### config.mk
export PLATFORM = sky130hd
export DESIGN_NAME = limit_switch_homing_sequencer_top
export DESIGN_NICKNAME = d
export VERILOG_FILES = /design/src/rtl/lshs_pkg.sv /design/src/rtl/limit_switch_homing_sequencer_top.sv /design/src/rtl/lshs_csr.sv /design/src/rtl/lshs_engine.sv
export SDC_FILE = /design/constraint.sdc
export NUM_CORES = 1
export LEC_CHECK = 0
export BUFFER_PORTS_ARGS = -buffer_cell sky130_fd_sc_hd__buf_4
export CAP_MARGIN = 20
export CORE_AREA = 2 2 148 150
export CTS_BUF_LIST = sky130_fd_sc_hd__clkbuf_4
export CTS_CLUSTER_SIZE = 16
export DETAILED_ROUTE_END_ITERATION = 8
export DIE_AREA = 0 0 150 152
export HOLD_SLACK_MARGIN = 0.08
export PLACE_DENSITY = 0.78
export SLEW_MARGIN = 10
export SYNTH_ARGS = -nofsm -noshare
export SYNTH_HDL_FRONTEND = slang
export SYNTH_SLANG_ARGS = --single-unit
### constraint.sdc
create_clock -name clock -period 3.3 [get_ports clock]
set_input_delay 0.165 -clock clock [delete_from_list [all_inputs] [get_ports clock]]
set_output_delay 0.165 -clock clock [all_outputs]
set_load 0.01 [all_outputs]
### src/rtl/lshs_pkg.sv
`timescale 1ns / 1ps

package lshs_pkg;

   localparam int POS_BITS_DEFAULT   = 32;
   localparam int TIMER_BITS_DEFAULT = 24;

   localparam int HALF_W   = 24;
   localparam int OUT_W    = 32;
   localparam int CSR_W    = 32;
   localparam int CSR_AW   = 3;

   localparam logic [HALF_W-1:0] HALF_PERIOD_RESET = 24'd5000;
   localparam logic LIMITS_RESET = 1'b1;

   localparam logic REG_HALF_PERIOD = 1'b0;
   localparam logic REG_LIMITS      = 1'b1;

   localparam logic [1:0] OP_TICK      = 2'd0;
   localparam logic [1:0] OP_HOME      = 2'd1;
   localparam logic [1:0] OP_FIND_END  = 2'd2;
   localparam logic [1:0] OP_CALIBRATE = 2'd3;

   localparam logic [1:0] ST_NONE      = 2'd0;
   localparam logic [1:0] ST_DONE      = 2'd1;
   localparam logic [1:0] ST_NO_LIMITS = 2'd2;
   localparam logic [1:0] ST_BUSY      = 2'd3;

   typedef enum logic [1:0] {
      PH_IDLE,
      PH_SEEK_HOME,
      PH_CLEAR_HOME,
      PH_SEEK_END
   } phase_type;

   typedef struct packed {
      logic [HALF_W-1:0] half_period_ticks;
      logic              limits_present;
   } cfg_type;

   typedef struct packed {
      logic                    step_out;
      logic                    dir_out;
      logic signed [OUT_W-1:0] position;
      logic signed [OUT_W-1:0] end_position;
      logic                    busy_res;
      logic [1:0]              status;
   } result_type;

endpackage

### src/rtl/limit_switch_homing_sequencer_top.sv
`timescale 1ns / 1ps

// Homing sequencer for one stepper axis: every request item is one time tick that may carry a
// command (home, find end, calibrate) and the levels of the active-low home and end sensors, and
// produces exactly one response item with the step and direction levels, position, recorded end
// position, busy flag and status. Items flow at one per clock unless responses stall: one
// input register, one pass through the sequencer logic, and one response register that holds a
// stalled response while one more request can still be taken into the input register. The step
// timing counts ticks, so a tick should be sent every clock when step timing is to be exact.
// The half period and limit enable are set through the register port; the user must write them
// only while no item is in flight, which the block does not enforce. Clearing the limit enable
// only rejects new commands; a new half period applies at a running sequence's next reload.

module limit_switch_homing_sequencer_top #(
   parameter int POS_BITS   = lshs_pkg::POS_BITS_DEFAULT,
   parameter int TIMER_BITS = lshs_pkg::TIMER_BITS_DEFAULT
) (
   input  logic                             clock,
   input  logic                             reset,

   input  logic                             req_valid,
   output logic                             req_stall,
   input  logic [1:0]                       req_op,
   input  logic                             req_home_sensor,
   input  logic                             req_end_sensor,

   output logic                             rsp_valid,
   input  logic                             rsp_stall,
   output logic                             rsp_step_out,
   output logic                             rsp_dir_out,
   output logic signed [lshs_pkg::OUT_W-1:0] rsp_position,
   output logic signed [lshs_pkg::OUT_W-1:0] rsp_end_position,
   output logic                             rsp_busy_res,
   output logic [1:0]                       rsp_status,

   input  logic                             csr_psel,
   input  logic                             csr_penable,
   input  logic                             csr_pwrite,
   input  logic [lshs_pkg::CSR_AW-1:0]      csr_paddr,
   input  logic [lshs_pkg::CSR_W-1:0]       csr_pwdata,
   output logic [lshs_pkg::CSR_W-1:0]       csr_prdata,
   output logic                             csr_pready
);

   lshs_pkg::cfg_type    cfg;
   lshs_pkg::result_type result;
   lshs_pkg::result_type out_ff;

   logic       in_valid_ff;
   logic       in_valid_in;
   logic [1:0] in_op_ff;
   logic       in_home_ff;
   logic       in_end_ff;
   logic       out_valid_ff;
   logic       out_valid_in;
   logic       out_free;
   logic       fire;
   logic       req_take;

   assign out_free  = !out_valid_ff || !rsp_stall;
   assign fire      = in_valid_ff && out_free;
   assign req_stall = in_valid_ff && !out_free;
   assign req_take  = req_valid && !req_stall;

   assign in_valid_in  = req_take || (in_valid_ff && !fire);
   assign out_valid_in = fire || (out_valid_ff && rsp_stall);

   always_ff @(posedge clock) begin
      if (reset) begin
         in_valid_ff  <= 1'b0;
         out_valid_ff <= 1'b0;
      end else begin
         in_valid_ff  <= in_valid_in;
         out_valid_ff <= out_valid_in;
      end
   end

   always_ff @(posedge clock) begin
      if (req_take) begin
         in_op_ff   <= req_op;
         in_home_ff <= req_home_sensor;
         in_end_ff  <= req_end_sensor;
      end
      if (fire) begin
         out_ff <= result;
      end
   end

   lshs_csr u_csr (
      .clock       (clock),
      .reset       (reset),
      .csr_psel    (csr_psel),
      .csr_penable (csr_penable),
      .csr_pwrite  (csr_pwrite),
      .csr_paddr   (csr_paddr),
      .csr_pwdata  (csr_pwdata),
      .csr_prdata  (csr_prdata),
      .csr_pready  (csr_pready),
      .cfg         (cfg)
   );

   lshs_engine #(
      .POS_BITS   (POS_BITS),
      .TIMER_BITS (TIMER_BITS)
   ) u_engine (
      .clock       (clock),
      .reset       (reset),
      .fire        (fire),
      .op          (in_op_ff),
      .home_sensor (in_home_ff),
      .end_sensor  (in_end_ff),
      .cfg         (cfg),
      .result      (result)
   );

   assign rsp_valid        = out_valid_ff;
   assign rsp_step_out     = out_ff.step_out;
   assign rsp_dir_out      = out_ff.dir_out;
   assign rsp_position     = out_ff.position;
   assign rsp_end_position = out_ff.end_position;
   assign rsp_busy_res     = out_ff.busy_res;
   assign rsp_status       = out_ff.status;

endmodule

### src/rtl/lshs_csr.sv
`timescale 1ns / 1ps

module lshs_csr (
   input  logic                          clock,
   input  logic                          reset,
   input  logic                          csr_psel,
   input  logic                          csr_penable,
   input  logic                          csr_pwrite,
   input  logic [lshs_pkg::CSR_AW-1:0]   csr_paddr,
   input  logic [lshs_pkg::CSR_W-1:0]    csr_pwdata,
   output logic [lshs_pkg::CSR_W-1:0]    csr_prdata,
   output logic                          csr_pready,
   output lshs_pkg::cfg_type             cfg
);

   logic [lshs_pkg::HALF_W-1:0] half_ff;
   logic [lshs_pkg::HALF_W-1:0] half_in;
   logic                        limits_ff;
   logic                        limits_in;
   logic                        wr_en;
   logic                        reg_sel;

   assign csr_pready = 1'b1;
   assign wr_en      = csr_psel && csr_penable && csr_pwrite;
   assign reg_sel    = csr_paddr[2];

   always_comb begin
      half_in   = half_ff;
      limits_in = limits_ff;
      if (wr_en) begin
         unique case (reg_sel)
            lshs_pkg::REG_HALF_PERIOD: half_in   = csr_pwdata[lshs_pkg::HALF_W-1:0];
            lshs_pkg::REG_LIMITS:      limits_in = csr_pwdata[0];
         endcase
      end
   end

   always_ff @(posedge clock) begin
      if (reset) begin
         half_ff   <= lshs_pkg::HALF_PERIOD_RESET;
         limits_ff <= lshs_pkg::LIMITS_RESET;
      end else begin
         half_ff   <= half_in;
         limits_ff <= limits_in;
      end
   end

   always_comb begin
      unique case (reg_sel)
         lshs_pkg::REG_HALF_PERIOD:
            csr_prdata = lshs_pkg::CSR_W'(half_ff);
         lshs_pkg::REG_LIMITS:
            csr_prdata = lshs_pkg::CSR_W'(limits_ff);
      endcase
   end

   assign cfg.half_period_ticks = half_ff;
   assign cfg.limits_present    = limits_ff;

endmodule

### src/rtl/lshs_engine.sv
`timescale 1ns / 1ps

module lshs_engine #(
   parameter int POS_BITS   = lshs_pkg::POS_BITS_DEFAULT,
   parameter int TIMER_BITS = lshs_pkg::TIMER_BITS_DEFAULT
) (
   input  logic                 clock,
   input  logic                 reset,
   input  logic                 fire,
   input  logic [1:0]           op,
   input  logic                 home_sensor,
   input  logic                 end_sensor,
   input  lshs_pkg::cfg_type    cfg,
   output lshs_pkg::result_type result
);

   localparam int CMP_W = (TIMER_BITS > lshs_pkg::HALF_W) ? TIMER_BITS : lshs_pkg::HALF_W;
   localparam logic signed [POS_BITS-1:0] POS_MAX = {1'b0, {(POS_BITS-1){1'b1}}};
   localparam logic signed [POS_BITS-1:0] POS_MIN = {1'b1, {(POS_BITS-1){1'b0}}};
   localparam logic signed [POS_BITS-1:0] POS_ONE = POS_BITS'(1);
   localparam logic [TIMER_BITS-1:0] TIMER_MAX = {TIMER_BITS{1'b1}};
   localparam logic [TIMER_BITS-1:0] TIMER_ONE = TIMER_BITS'(1);

   lshs_pkg::phase_type          phase_ff;
   lshs_pkg::phase_type          phase_in;
   logic signed [POS_BITS-1:0]   pos_ff;
   logic signed [POS_BITS-1:0]   pos_in;
   logic signed [POS_BITS-1:0]   end_pos_ff;
   logic signed [POS_BITS-1:0]   end_pos_in;
   logic [TIMER_BITS-1:0]        timer_ff;
   logic [TIMER_BITS-1:0]        timer_in;
   logic                         level_ff;
   logic                         level_in;
   logic                         dir_ff;
   logic                         dir_in;
   logic                         pend_ff;
   logic                         pend_in;

   logic                         cmd;
   logic                         busy;
   logic                         accepted;
   logic                         tick;
   logic                         tick_done;
   logic [CMP_W-1:0]             half_ext;
   logic [TIMER_BITS-1:0]        half_load;
   logic [TIMER_BITS-1:0]        timer_dec;
   logic signed [POS_BITS-1:0]   moved_pos;
   logic [1:0]                   status;

   assign cmd      = (op != lshs_pkg::OP_TICK);
   assign busy     = (phase_ff != lshs_pkg::PH_IDLE);
   assign accepted = cmd && cfg.limits_present && !busy;
   assign tick     = !accepted && busy;

   assign half_ext  = CMP_W'(cfg.half_period_ticks);
   assign half_load = (cfg.half_period_ticks == '0) ? TIMER_ONE :
                      (half_ext > CMP_W'(TIMER_MAX)) ? TIMER_MAX :
                      TIMER_BITS'(half_ext);

   assign timer_dec = (timer_ff != '0) ? (timer_ff - TIMER_ONE) : '0;

   always_comb begin
      if (dir_ff) begin
         moved_pos = (pos_ff < POS_MAX) ? (pos_ff + POS_ONE) : pos_ff;
      end else begin
         moved_pos = (pos_ff > POS_MIN) ? (pos_ff - POS_ONE) : pos_ff;
      end
   end

   always_comb begin
      phase_in   = phase_ff;
      pos_in     = pos_ff;
      end_pos_in = end_pos_ff;
      timer_in   = timer_ff;
      level_in   = level_ff;
      dir_in     = dir_ff;
      pend_in    = pend_ff;
      tick_done  = 1'b0;
      if (accepted) begin
         level_in = 1'b0;
         timer_in = '0;
         if (op == lshs_pkg::OP_FIND_END) begin
            pend_in = 1'b0;
            if (!end_sensor) begin
               end_pos_in = pos_ff;
            end else begin
               phase_in = lshs_pkg::PH_SEEK_END;
               dir_in   = 1'b1;
               level_in = 1'b1;
               timer_in = half_load;
            end
         end else begin
            pend_in  = (op == lshs_pkg::OP_CALIBRATE);
            phase_in = home_sensor ? lshs_pkg::PH_SEEK_HOME : lshs_pkg::PH_CLEAR_HOME;
            dir_in   = !home_sensor;
            level_in = 1'b1;
            timer_in = half_load;
         end
      end else if (tick) begin
         timer_in = timer_dec;
         if (timer_dec == '0) begin
            if (level_ff) begin
               level_in = 1'b0;
               timer_in = half_load;
            end else begin
               pos_in = moved_pos;
               unique case (phase_ff)
                  lshs_pkg::PH_SEEK_HOME: begin
                     level_in = 1'b1;
                     timer_in = half_load;
                     if (!home_sensor) begin
                        phase_in = lshs_pkg::PH_CLEAR_HOME;
                        dir_in   = 1'b1;
                     end
                  end
                  lshs_pkg::PH_CLEAR_HOME: begin
                     if (home_sensor) begin
                        pos_in = '0;
                        if (pend_ff) begin
                           pend_in = 1'b0;
                           if (!end_sensor) begin
                              end_pos_in = '0;
                              phase_in   = lshs_pkg::PH_IDLE;
                              tick_done  = 1'b1;
                           end else begin
                              phase_in = lshs_pkg::PH_SEEK_END;
                              dir_in   = 1'b1;
                              level_in = 1'b1;
                              timer_in = half_load;
                           end
                        end else begin
                           phase_in  = lshs_pkg::PH_IDLE;
                           tick_done = 1'b1;
                        end
                     end else begin
                        level_in = 1'b1;
                        timer_in = half_load;
                     end
                  end
                  lshs_pkg::PH_SEEK_END: begin
                     if (!end_sensor) begin
                        end_pos_in = moved_pos;
                        phase_in   = lshs_pkg::PH_IDLE;
                        tick_done  = 1'b1;
                     end else begin
                        level_in = 1'b1;
                        timer_in = half_load;
                     end
                  end
                  default: phase_in = lshs_pkg::PH_IDLE;
               endcase
            end
         end
      end
   end

   always_comb begin
      if (tick && tick_done) begin
         status = lshs_pkg::ST_DONE;
      end else if (cmd && !cfg.limits_present) begin
         status = lshs_pkg::ST_NO_LIMITS;
      end else if (cmd && busy) begin
         status = lshs_pkg::ST_BUSY;
      end else if (accepted && (op == lshs_pkg::OP_FIND_END) && !end_sensor) begin
         status = lshs_pkg::ST_DONE;
      end else begin
         status = lshs_pkg::ST_NONE;
      end
   end

   always_ff @(posedge clock) begin
      if (reset) begin
         phase_ff   <= lshs_pkg::PH_IDLE;
         pos_ff     <= '0;
         end_pos_ff <= '0;
         timer_ff   <= '0;
         level_ff   <= 1'b0;
         dir_ff     <= 1'b0;
         pend_ff    <= 1'b0;
      end else if (fire) begin
         phase_ff   <= phase_in;
         pos_ff     <= pos_in;
         end_pos_ff <= end_pos_in;
         timer_ff   <= timer_in;
         level_ff   <= level_in;
         dir_ff     <= dir_in;
         pend_ff    <= pend_in;
      end
   end

   assign result.step_out     = level_in;
   assign result.dir_out      = dir_in;
   assign result.position     = lshs_pkg::OUT_W'(pos_in);
   assign result.end_position = lshs_pkg::OUT_W'(end_pos_in);
   assign result.busy_res     = (phase_in != lshs_pkg::PH_IDLE);
   assign result.status       = status;

`ifndef SYNTHESIS
   a_idle_quiet: assert property (@(posedge clock) disable iff (reset)
      (phase_ff == lshs_pkg::PH_IDLE) |-> (!level_ff && (timer_ff == '0)))
      else $error("idle sequencer has a step or timer running");

   a_busy_timer: assert property (@(posedge clock) disable iff (reset)
      (phase_ff != lshs_pkg::PH_IDLE) |-> (timer_ff != '0))
      else $error("running sequence has an expired half-period timer");

   a_pend_phase: assert property (@(posedge clock) disable iff (reset)
      pend_ff |-> ((phase_ff == lshs_pkg::PH_SEEK_HOME) ||
                   (phase_ff == lshs_pkg::PH_CLEAR_HOME)))
      else $error("end search pending outside the homing phases");

   a_dir_end: assert property (@(posedge clock) disable iff (reset)
      ((phase_ff == lshs_pkg::PH_SEEK_END) || (phase_ff == lshs_pkg::PH_CLEAR_HOME)) |-> dir_ff)
      else $error("moving toward home while backing off or seeking the end");
`endif

endmodule
# After elaboration in Yosys (flattened, before gate mapping)
# Cells that the tools add are included.
word_totals:
  elab_cells: 159
  output_inout_bits: 104
  register_bits: 193
  input_bits: 46
op_classes:
  n_addsub: 3
  n_bitwise: 1
  n_eq_ne: 6
  n_mux: 84
  magnitude_cmp: 3
  n_reduce_logical: 42
op_table:
  columns: ["cell", "count"]
  rows:
  - ["32-bit 2-to-1 mux", 19]
  - ["24-bit 2-to-1 mux", 12]
  - ["32-bit one-hot mux with 2 select lines", 2]
  - ["24-bit one-hot mux with 3 select lines", 1]
  - ["24-bit zero test", 2]
  - ["32-bit by 2-bit adder with 32-bit output (second input constant)", 1]
  - ["32-bit greater-than comparator (second input constant)", 1]
  - ["32-bit less-than comparator (second input constant)", 1]
  - ["1-bit 2-to-1 mux", 32]
  - ["32-bit by 2-bit subtractor with 32-bit output (second input constant)", 1]
  - ["2-bit 2-to-1 mux", 14]
  - ["24-bit greater-than comparator (second input constant)", 1]
  - ["24-bit nonzero test", 1]
  - ["24-bit by 1-bit subtractor with 24-bit output (second input constant)", 1]
  - ["1-bit logical AND", 15]
  - ["2-bit nonzero test", 7]
  - ["1-bit zero test", 10]
  - ["2-bit equality test (second input constant)", 4]
  - ["2-bit one-hot mux with 3 select lines", 1]
  - ["2-bit AND reduction", 3]
  - ["6-bit AND reduction", 1]
  - ["1-bit one-hot mux with 2 select lines", 2]
  - ["1-bit logical OR", 3]
  - ["1-bit one-hot mux with 3 select lines", 1]
  - ["3 further kinds", 3]

# Logic depth before layout (Yosys ltp)
logic_depth:
  depth_word: 11
  depth_mapped: 12
  ltp_nobuf: 10

# Modules after synthesis
# A second synthesis with hierarchy kept.
hier_totals:
  hier_cells: 1368
  hier_area_um2: 11277.1
by_module_without_submodules:
  columns: ["module", "area_each_um2", "instances", "cells_each", "seq_area_each_um2"]
  rows:
  - ["lshs_engine", 7626.1, 1, 1137, 1861.8]
  - ["limit_switch_homing_sequencer_top", 2278.4, 1, 83, 2232.1]
  - ["lshs_csr", 1372.6, 1, 148, 500.5]

# Worst setup path after synthesis
# No wires, ideal clock.
synth_timing:
  path_kind: "register to register"
  from: "reg out_valid_ff (netlist: rsp_valid)"
  to: "reg out_ff (netlist bit rsp_busy_res) (enable)"
  n_path_buf: 2
  arrival_ps: 2976
  stages_incl_launch_ff: 6
  period_less_slack_ps: 3436
  setup_time_ps: 460
  required_time_ps: 2840
  slack_ps: -136
  path_cell_list: "dfxtp_1 nand2_1 nand2_1 inv_1 clkbuf_1 clkbuf_1"
synth_between:
  elab_chain_len: 3
synth_rtl:
  columns: ["item", "line_no", "text"]
  rows:
  - ["start, declared", "limit_switch_homing_sequencer_top.sv:54", "logic out_valid_ff;"]
  - ["start signal, assigned", "limit_switch_homing_sequencer_top.sv:74", "out_valid_ff <= out_valid_in;"]
  - ["1-bit zero test", "limit_switch_homing_sequencer_top.sv:60", "assign out_free = !out_valid_ff || !rsp_stall;"]
  - ["1-bit logical OR", "limit_switch_homing_sequencer_top.sv:60", null]
  - ["1-bit logical AND", "limit_switch_homing_sequencer_top.sv:61", "assign fire = in_valid_ff && out_free;"]
  - ["named net fire", "limit_switch_homing_sequencer_top.sv:57", "logic fire;"]
  - ["end signal, assigned", "limit_switch_homing_sequencer_top.sv:85", "out_ff <= result;"]
  - ["end, declared", "limit_switch_homing_sequencer_top.sv:47", "lshs_pkg::result_type out_ff;"]
# The timed path passes the listed nets, and every way through them passes these cells.
# A chain may end at the register's enable or synchronous reset.

==> key figures <==
Status
  • Outcome: completed

Worst setup path
  • Setup CP Type: reg -> reg
  • CP endpoint kind: flop
  • Top delay family on crit path: simple AND/OR/NAND/NOR gates
  • Worst path cell trace: or3_4 > o31a_1 > nor4_4 > nand4_1 > buf_4 > o41a_4 > nor2_4 > nand2_2 > o21ai_0 > buf_4
  • CP Data Arrival Time: between 3 and 4 ns
  • R2r worst-path depth: 10
  • WP depth: 10
  • Slowest cell on crit path: o41a_4
  • Crit-path max FO: 5
  • Worst path most repeated cell: buf_4
  • Startpoint class of the critical path: flop
  • Largest stage delay, worst path: about 0.45 ns
  • Worst Path Buf+Inv: 2
  • Required time worst endpoint: roughly 3.8 ns

CTS
  • Clk_lat worst skew: 0.61 ns
  • CTS tree: built
  • H-Tree Depth: 4
  • Clock buffer depth: 2
  • Clock Sinks: ~190
  • Root Buffer: clkbuf_4
  • Inserted Clock Buffers: 17
  • Clk pin slew, worst setup/hold paths: 0.18 ns

Floorplanning
  • Die H: around 150 um
  • Row count: 54
  • Die footprint: roughly 23000 um2
  • I/O pin cnt: 150
  • Die X: 150 um
  • Initial Util: 0.537
  • Core Area: around 21000 um2

Timing
  • Post-route minimum period: between 3 and 4 ns
  • Setup_tns: 0 ns
  • Final Skew: 0.0230 ns
  • Tcrit/Tclk final: 0.960
  • Worst-Margin Slew: 0.789 ns
  • Peak Freq: 316 MHz
  • Final Hold Fails: 0
  • Slew headroom: 0.474
  • Final setup fails: 0
  • Pins Over Slew Limit: 0

Synthesis
  • Yosys top cell by area: dfxtp_1
  • Post-synthesis cell type count: 89
  • Post-synthesis cell count: 1403
  • Share of the synthesized area in the top cell type: 0.210
  • Syn avg cell area: between 8 and 9 um2
  • Most used DFF post-synth: dfxtp_1
  • Post-synth EDFFs: 73
  • Cell area after synthesis: 11500 um2
  • Ys Warns: 0
  • Async SR Flop Fraction: 0
  • Post-synthesis sequential area ratio: 0.401
  • Top cells by area, synth: dfxtp_1 21%, edfxtp_1 19%, o21ai_0 6.2%
  • Synth Register Bits: just under 200

Placed design
  • DP Cell Count: between 1500 and 2000
  • IO buf count: 130
  • Dpl hpwl: just over 30000 um
  • Final Wtd Congestion: approximately 1.1

Drt
  • Initial drt markers: 1673
  • WL final: around 44000 um
  • Wirelength per Cell: ~22 um
  • Via Count: around 13000
  • DRT Pass-1 Iters: 9
  • Via density: ~6.5
  • DR DRC count: 0
  • DRT antenna net count: 0

Final layout
  • Non-Filler Instances: between 1500 and 2000
  • Commonest non-fill, non-tap cell in the layout: buf_4
  • Share of cells above drive strength 1: 0.233
  • Commonest cells after routing, fill and taps aside: 285 x buf_4, 176 x nand2_1, 139 x o21ai_0
  • Filler instances: 1705
  • Nets: 1719
  • Layout overhead on the synthesized area: 27.9%

Worst hold path
  • Min-delay worst type: in -> reg
  • Hold Path Depth: 2

Power and ir drop
  • Switching share of total power: 0.357
  • Clk pwr share: 0.235
  • Leakage: around 5.9 nW
  • Max VDD drop: 0.000306 V
  • Int Pwr: about 3.9 mW
  • Power per cell area: 414 nW/um2
  • Sequential share of power: 0.445
  • Share of power burned in combinational logic: 0.320
  • Power, Total: slightly above 6 mW
  • Sw power: around 2.2 mW

Global route
  • Tot GR Track Use: 0.375
  • Pin count of the biggest net entering global routing: 64
  • First-pass GRT wire length: 66300 um
  • Number of global-route vias before repair: between 10000 and 15000
  • Gr ovfl total: 0
  • Initial antenna violation count: 1

Run
  • Max-cap violation count: 0
[sequential cells by signal (all words and copies together) (netlist names), 2 cells and up]
name,cells
u_engine.timer_ff,24
rsp_status,2
u_csr.half_ff,24
u_engine.end_pos_ff,32
in_op_ff,2
rsp_position,32
rsp_end_position,32
u_engine.phase_ff,2
u_engine.pos_ff,32
[final cells by class]
| type | count | area, um2 | area share |
|---|---|---|---|
| Sequential cell | 193 | 4600 | 0.314 |
| Multi-Input combinational cell | 1078 | 6470 | 0.442 |
| Clock buffer | 18 | 135 | 0.00922 |
| Tap cell | 280 | 350 | 0.0239 |
| Inverter | 25 | 96.3 | 0.00658 |
| Timing Repair Buffer | 348 | 2820 | 0.193 |
| Antenna cell | 1 | 2.50 | 0.000171 |
| Clock inverter | 14 | 174 | 0.0119 |
[worst reg2reg max path, delay by kind of cell (launching register included)]
kind	cells	cell delay, ns
AOI/OAI and AO/OA	3	0.99
and+or+nand+nor	5	1.30
DFF	1	0.39
buffers and inverters	2	0.37
[synthesized netlist by cell type (11+ instances only)]
master	instances
dfxtp_1	120
a22oi_1	14
nor2_1	96
nor2b_1	32
nor3_1	33
or2_2	13
nand2_1	178
and3_1	15
o31ai_1	14
or3_1	14
inv_1	25
nand4_1	32
a21o_1	11
clkbuf_1	94
o21ai_0	143
a21oi_1	102
o2bb2ai_1	11
nand2b_1	28
or4_1	12
a31oi_1	24
nand3_1	56
edfxtp_1	73
nor4_1	27
and2_1	16
[power by group through the flow]
stage               clock, mW  sequential, mW  combinational (mW)
floorplan                   0            2.73                1.05
global placement            0            2.73                1.73
detailed placement          0            2.74                1.75
CTS                      1.42            2.69                1.81
global route             1.51            2.71                2.08
finish                   1.43            2.70                1.94
[logic make-up (layout without fill, tap and decap cells)]
family | Yosys count | in the layout | share of synthesized area
DFF | 193 | 193 | 0.401
and+or+nand+nor | 591 | 591 | 0.267
muxes | 10 | 10 | 0.00885
adders and majority gates | 10 | 10 | 0.0109
AOI/OAI and AO/OA | 439 | 439 | 0.245
xor gates and xnor gates | 19 | 19 | 0.0145
buffers and inverters | 139 | 405 | 0.0513
other | 2 | 10 | 0.000656
[worst paths after layout]
check,endpoint,startpoint,slack (ns)
setup / recovery,rsp_position[16],u_engine.timer_ff[2],0.13
hold / removal,in_op_ff[1],req_op[1],0.27
setup reg to reg,rsp_position[16],u_engine.timer_ff[2],0.13
hold reg to reg,u_engine.end_pos_ff[0],u_engine.end_pos_ff[0],0.49
[per-layer routing]
layer	wire length [um]	part of all wire	vias to the layer above	GRT usage
met5	0	0	-	0
li1	-	-	5703	-
met1	16000	0.37	5898	0.461
met3	4250	0.097	204	0.0727
met2	20300	0.47	912	0.600
met4	3030	0.070	0	0.237
[through the flow]
| stage | cell area, um2 | util | hold WS [ns] | worst slack, ns |
|---|---|---|---|---|
| floorplan | 11500 | - | 0.264 | 0.257 |
| global placement | 13600 | 0.636 | 0.344 | -0.0122 |
| detailed placement | 13600 | 0.636 | 0.345 | -0.0658 |
| CTS | 14500 | 0.678 | 0.249 | 0.0144 |
| global route | 14700 | 0.686 | 0.242 | -0.00709 |
| finish | 14700 | 0.686 | 0.271 | 0.131 |
[repair_timing]
item,CTS,global route
gates resized for setup,4,35
hold buffers,56,0
setup endpoints to repair,9,125
buffers inserted,0,2
endpoints found under the hold margin,42,0
pin swaps,0,4
No activity file was read; power rests on OpenSTA's default activity.
